File: src/hw/rtl/ovss_pkg.sv
package ovss_pkg;

	localparam int ValueWidth = 32;
	localparam int ReqWidth   = 2;
	localparam int FieldWidth = 7;

	typedef enum logic [ReqWidth-1:0] {
		REQ_INSERT = 2'd0,
		REQ_DELETE = 2'd1,
		REQ_LOOKUP = 2'd2,
		REQ_UNUSED = 2'd3
	} req_type_t;

	typedef enum logic [1:0] {
		ST_IDLE,
		ST_CMP,
		ST_UPD
	} state_t;

	typedef struct packed {
		logic load;
		logic shift;
	} cell_ctl_t;

endpackage

File: src/hw/rtl/ovss_cell.sv
module ovss_cell
	import ovss_pkg::*;
(
	input  logic                  clk,
	input  cell_ctl_t             ctl,
	input  logic [ValueWidth-1:0] load_data,
	input  logic [ValueWidth-1:0] shift_data,
	input  logic [ValueWidth-1:0] key,
	input  logic                  occupied,
	output logic [ValueWidth-1:0] data,
	output logic                  match
);

	logic [ValueWidth-1:0] data_q;

	always_ff @(posedge clk) begin
		if (ctl.load) begin
			data_q <= load_data;
		end else if (ctl.shift) begin
			data_q <= shift_data;
		end
	end

	assign data  = data_q;
	assign match = occupied && (data_q == key);

endmodule

File: src/hw/rtl/ordered_value_set_store.sv
// channel   | signals                          | direction
// ----------+----------------------------------+----------
// request   | in_valid in_ready req_type value | in
// result    | out_valid out_ready found        | out
//           | position count full_error       |
//
// a request passes a compare state, which compares the key in every cell at
// once and encodes the position, and an update state, which loads or shifts
// cells and fills the result register. a new request is taken in that state.
// reset clears the element count and control; cell contents need no reset.
// a result waiting on out_ready holds the update cycle and stops intake.
module ordered_value_set_store
	import ovss_pkg::*;
#(
	parameter int CAPACITY = 64
)(
	input  logic                         clk,
	input  logic                         arst_n,
	input  logic                         in_valid,
	output logic                         in_ready,
	input  logic [ReqWidth-1:0]          req_type,
	input  logic signed [ValueWidth-1:0] value,
	output logic                         out_valid,
	input  logic                         out_ready,
	output logic                         found,
	output logic [FieldWidth-1:0]        position,
	output logic [FieldWidth-1:0]        count,
	output logic                         full_error
);

	localparam int CW = $clog2(CAPACITY + 1);

	state_t state_q, state_d;

	logic [ReqWidth-1:0]   req_s1, req_s2;
	logic [ValueWidth-1:0] value_s1;
	logic                  found_s2;
	logic [CW-1:0]         pos_s2;
	logic [CW-1:0]         elem_count_q;

	logic                  out_valid_q, found_q, full_error_q;
	logic [FieldWidth-1:0] position_q, count_q;

	logic [CAPACITY-1:0]   match;
	logic [ValueWidth-1:0] cell_data [CAPACITY];
	cell_ctl_t             cell_ctl  [CAPACITY];

	logic          accept, fire, any_match, is_full, do_insert, do_delete;
	logic [CW-1:0] pos_enc, pos_d, count_d;

	assign fire     = (state_q == ST_UPD) && (!out_valid_q || out_ready);
	assign in_ready = (state_q == ST_IDLE) || fire;
	assign accept   = in_valid && in_ready;

	// one-hot match: stored values are unique
	always_comb begin
		pos_enc = '0;
		for (int i = 0; i < CAPACITY; i++) begin
			if (match[i]) begin
				pos_enc = pos_enc | CW'(i);
			end
		end
	end
	assign any_match = |match;

	assign is_full   = (elem_count_q == CW'(CAPACITY));
	assign do_insert = fire && (req_s2 == REQ_INSERT) && !is_full && !found_s2;
	assign do_delete = fire && (req_s2 == REQ_DELETE) && found_s2;
	assign pos_d     = found_s2 ? pos_s2 : elem_count_q;

	always_comb begin
		count_d = elem_count_q;
		if (do_insert) begin
			count_d = elem_count_q + CW'(1);
		end else if (do_delete) begin
			count_d = elem_count_q - CW'(1);
		end
	end

	for (genvar g = 0; g < CAPACITY; g++) begin : g_cell
		logic [ValueWidth-1:0] next_data;
		if (g == CAPACITY - 1) begin : g_last
			assign next_data = cell_data[g];
		end else begin : g_mid
			assign next_data = cell_data[g+1];
		end

		always_comb begin
			cell_ctl[g].load  = do_insert && (elem_count_q == CW'(g));
			cell_ctl[g].shift = do_delete && (CW'(g) >= pos_s2);
		end

		ovss_cell u_cell (
			.clk        (clk),
			.ctl        (cell_ctl[g]),
			.load_data  (value_s1),
			.shift_data (next_data),
			.key        (value_s1),
			.occupied   (CW'(g) < elem_count_q),
			.data       (cell_data[g]),
			.match      (match[g])
		);
	end

	always_comb begin
		state_d = state_q;
		case (state_q)
			ST_IDLE: begin
				if (accept) begin
					state_d = ST_CMP;
				end
			end
			ST_CMP: begin
				state_d = ST_UPD;
			end
			ST_UPD: begin
				if (fire) begin
					state_d = accept ? ST_CMP : ST_IDLE;
				end
			end
			default: begin
				state_d = ST_IDLE;
			end
		endcase
	end

	always_ff @(posedge clk or negedge arst_n) begin
		if (!arst_n) begin
			state_q      <= ST_IDLE;
			elem_count_q <= '0;
			out_valid_q  <= 1'b0;
		end else begin
			state_q      <= state_d;
			elem_count_q <= count_d;
			if (fire) begin
				out_valid_q <= 1'b1;
			end else if (out_ready) begin
				out_valid_q <= 1'b0;
			end
		end
	end

	// request value stays in s1 through the update so an insert can load it
	always_ff @(posedge clk) begin
		if (accept) begin
			req_s1   <= req_type;
			value_s1 <= value;
		end
		if (state_q == ST_CMP) begin
			req_s2   <= req_s1;
			found_s2 <= any_match;
			pos_s2   <= pos_enc;
		end
		if (fire) begin
			found_q      <= found_s2;
			position_q   <= FieldWidth'(pos_d);
			count_q      <= FieldWidth'(count_d);
			full_error_q <= (req_s2 == REQ_INSERT) && is_full;
		end
	end

	assign out_valid  = out_valid_q;
	assign found      = found_q;
	assign position   = position_q;
	assign count      = count_q;
	assign full_error = full_error_q;

endmodule

File: config.mk
export PLATFORM = sky130hd
export DESIGN_NAME = ordered_value_set_store
export DESIGN_NICKNAME = d
export VERILOG_FILES = /design/src/hw/rtl/ovss_pkg.sv /design/src/hw/rtl/ovss_cell.sv /design/src/hw/rtl/ordered_value_set_store.sv
export SDC_FILE = /design/constraint.sdc
export NUM_CORES = 2
export LEC_CHECK = 0
export BUFFER_PORTS_ARGS = -buffer_cell sky130_fd_sc_hd__buf_2
export CAP_MARGIN = 10
export CORE_ASPECT_RATIO = 0.8
export CORE_MARGIN = 2
export CORE_UTILIZATION = 44
export CTS_BUF_LIST = sky130_fd_sc_hd__clkbuf_8
export CTS_CLUSTER_DIAMETER = 200
export DETAILED_ROUTE_END_ITERATION = 8
export PLACE_DENSITY = 0.69
export SYNTH_ARGS = -nofsm -noshare
export SYNTH_HDL_FRONTEND = slang
export SYNTH_HIERARCHICAL = 1
export SYNTH_SLANG_ARGS = --single-unit
File: constraint.sdc
create_clock -name clk -period 15.5 [get_ports clk]
set_clock_uncertainty 0.15 [all_clocks]
set_input_delay 0.775 -clock clk [delete_from_list [all_inputs] [get_ports clk]]
set_output_delay 0.775 -clock clk [all_outputs]
set_load 0.02 [all_outputs]
==> summary.txt <==
Register area share after synthesis -> 56.0%
Tot GR Track Use -> 22.1%
Initial DRC count -> 6352
# H-tree levels -> 5
CORE AREA -> 256000 um2
Vias per cell -> 5.64
Status -> finished clean
Initial antenna violation count -> 18
DP Wirelength -> 201000 um
GRT overflow -> 0
RSZ-0062 raised after global routing -> false
Initial Utilization -> 44.3%
Vias in the first global route -> 67.2k
YS warnings -> 6
Largest net degree at the start of global routing -> 103
CTS Buf Count -> 347
Asr flop ratio synth -> 0.472%
# Max-Cap Violations -> 0
Initial DRT Pass Iterations -> 5
Clk buf depth -> 4
Width of the die -> 572 um
CP Data Arrival Time -> 5.39 ns
Critical Path RT -> 16.09 ns
Number of fill cells -> 21.6k
Post-Syn Area -> 114000 um2
GR met3 Demand/Resource -> 5.37%
Netlist cell types -> 47
Avg WL per Cell -> 25.0 um
Area delta synth->final -> 9.82%
Die Ht -> 458 um
Final WS setup -> 10.70 ns
GR Util met1 -> 31.9%
Nets -> 8119
CP startpoint kind -> flop
Die area -> 262000 um2
Syn avg cell area -> 14.6 um2
Final period utilization -> 30.9%
Setup Total Neg Slack -> 0 ns
Power per cell area -> 94.6 nW/um2
Peak VDD IR -> 0.0000754 V
I/O Buffers -> 55
ANT nets after route -> 0
Flops & latches, synth -> 2117
Leakage power -> 41.3 nW
Worst min path class -> input port to async pin
Period minus WS final -> 4.80 ns
Post-Synthesis Cells -> 7778
Kind of critical path -> flop to flop
Slew margin rel. -> 17.4%
Layout cell share with drive strength beyond 1 -> 34.5%
Most used routing layer -> met2
Skew-Pair Late Insertion Delay -> 1.02 ns
Final setup fails -> 0
Boundary Pins -> 56
Dpl ws -> 10.64 ns
CTS tree -> built
Global-route wire length before repair -> 441000 um
Post-cts sizing count -> 0
Worst-Margin Slew -> 1.23 ns
DR vias -> 66.4k
Global placer's final weighted congestion -> 0.986
Most used flip-flop cell after synthesis -> edfxtp_1
Area of the multi-input gates -> 48700 um2
Global routing usage on met2 -> 32.5%
# rows -> 166
Clk root buf -> clkbuf_8
Slew Viols, Final -> 0
Max Freq -> 0.208 GHz
Syn Nets -> 7821
CTS sink cnt -> 2117
DRC Markers -> 0
Register area -> 63500 um2
Final hold viol count -> 0
Register clock-pin slew on the reported worst setup and hold paths -> 0.07 ns
WL final -> 295000 um
Crit. End Element -> flop
Max FO, Critical Path -> 41
Post-synth EDFFs -> 2107
Yosys cell counts (8+ instances only):
cell	number	area (um2)
edfxtp_1	2107	63300
mux2_2	2052	23100
xor2_1	1984	17400
nor4_1	467	2920
buf_2	262	1310
nand3_1	142	711
nor2_1	97	364
nor3_1	82	410
nand4_1	69	432
or2_2	69	432
xnor2_1	69	604
nor3_2	64	641
nand2_1	56	210
a21oi_1	46	230
clkbuf_1	32	120
o21ai_0	30	150
nand2b_1	16	100
inv_1	15	56.3
a21o_1	12	90.1
and2_1	12	75.1
and3_1	10	62.6
dfrtp_1	10	250
or3_1	10	62.6
nor2b_1	9	56.3
o21bai_1	9	67.6
or4_1	8	60.1
cell type report:
type	count	share of cell area, %
clock inverters	240	0.835
inverters	16	0.0482
repair buffers	247	1.68
clock buffers	357	3.94
multi-input cells	5347	39.1
diodes	3	0.00602
flip-flops and latches	2117	51.0
well taps	3444	3.46
worst max-delay path: stages, from the launching register on:
cell,delay (ns)
edfxtp_1,0.33
buf_4,0.51
buf_4,0.68
buf_4,0.62
xor2_1,0.21
nor4_1,0.08
nand3_1,0.21
nor3_2,0.13
or4_1,0.51
nor3_1,0.50
nand4_1,0.18
or3_1,0.38
metal layers:
| layer | part of all wire (%) | wire length, um |
|---|---|---|
| met1 | 45 | 134000 |
| met2 | 43 | 127000 |
| met3 | 8.5 | 25000 |
| met4 | 3.1 | 9090 |
| met5 | 0.020 | 58 |
metrics by stage:
step / std cells / hold WS [ns] / util, % / total power, W / instance area, um2
6_report: 11800 / 0.156 / 48.7 / 0.0118 / 125000
5_1_grt: 11800 / 0.104 / 48.7 / 0.0122 / 125000
4_1_cts: 11800 / 0.0804 / 48.7 / 0.0119 / 125000
3_5_place_dp: 11100 / 0.433 / 46.2 / 0.00745 / 118000
3_3_place_gp: 11100 / 0.429 / 46.2 / 0.00743 / 118000
2_1_floorplan: 7778 / 0.250 / - / 0.00704 / 114000
state kept, by name, summed over array words and instances, names as in the netlist, 2 cells and up:
signal	cells
g_cell.u_cell/data	2048
value_s1	32
count	7
elem_count_q	7
position	7
pos_s2	6
req_s1	2
req_s2	2
state_q	2
cell usage in the layout (no fill, tap or decap), types with 10 or more instances in the layout:
cell type      synthesis  layout
edfxtp_1            2107    2107
mux2_2              2052    2052
xor2_1              1984    1984
nor4_1               467     467
clkbuf_8               0     357
nand3_1              142     142
buf_4                  0     132
inv_1                 15     126
clkinv_1               0      80
nor3_1                82      77
nand4_1               69      69
xnor2_1               69      69
nor3_2                64      69
or2_2                 69      69
nand2_1               56      56
buf_2                262      55
a21oi_1               46      46
nor2_2                 0      45
nor2_1                97      41
dlygate4sd3_1          0      36
clkinv_2               0      35
o21ai_0               30      30
buf_12                 0      23
nand2b_1              16      16
and2_1                12      12
a21o_1                12      12
nor2_4                 0      11
or3_1                 10      10
and3_1                10      10
final timing paths:
kind	startpoint	end	slack (ns)	cells past startpoint
max	value_s1[7]	pos_s2[5]	10.70	11
min	arst_n	elem_count_q[5]	0.16	2
max reg2reg	value_s1[7]	pos_s2[5]	10.70	11
min reg2reg	g_cell[1].u_cell/data[19]	g_cell[0].u_cell/data[19]	0.37	1
max in group asynchronous	arst_n	elem_count_q[6]	14.77	2
min in group clk	out_ready	state_q[1]	0.16	3
report_power, final:
| group | switching, W | leakage [nW] | total [W] | internal, W |
|---|---|---|---|---|
| combinational | 0.000727 | 18.8 | 0.00101 | 0.000283 |
| sequential | 0.0000648 | 19.1 | 0.00636 | 0.00629 |
| clock | 0.00228 | 3.47 | 0.00442 | 0.00215 |
what timing repair did:
item	4_1_cts	5_1_grt
setup buffers	0	0
endpoints found under the setup margin	0	0
hold buffers	36	0
endpoints found under the hold margin	45	0
cells by family after synthesis:
| family | after synthesis | share of synthesized area, % |
|---|---|---|
| AOI/OAI and AO/OA | 114 | 0.588 |
| xor gates and xnor gates | 2053 | 15.8 |
| adders and majority gates | 5 | 0.0551 |
| buffers and inverters | 314 | 1.33 |
| DFF | 2117 | 56.0 |
| muxes | 2052 | 20.4 |
| and+or+nand+nor | 1123 | 5.87 |
(Power assumes the default switching activity.)
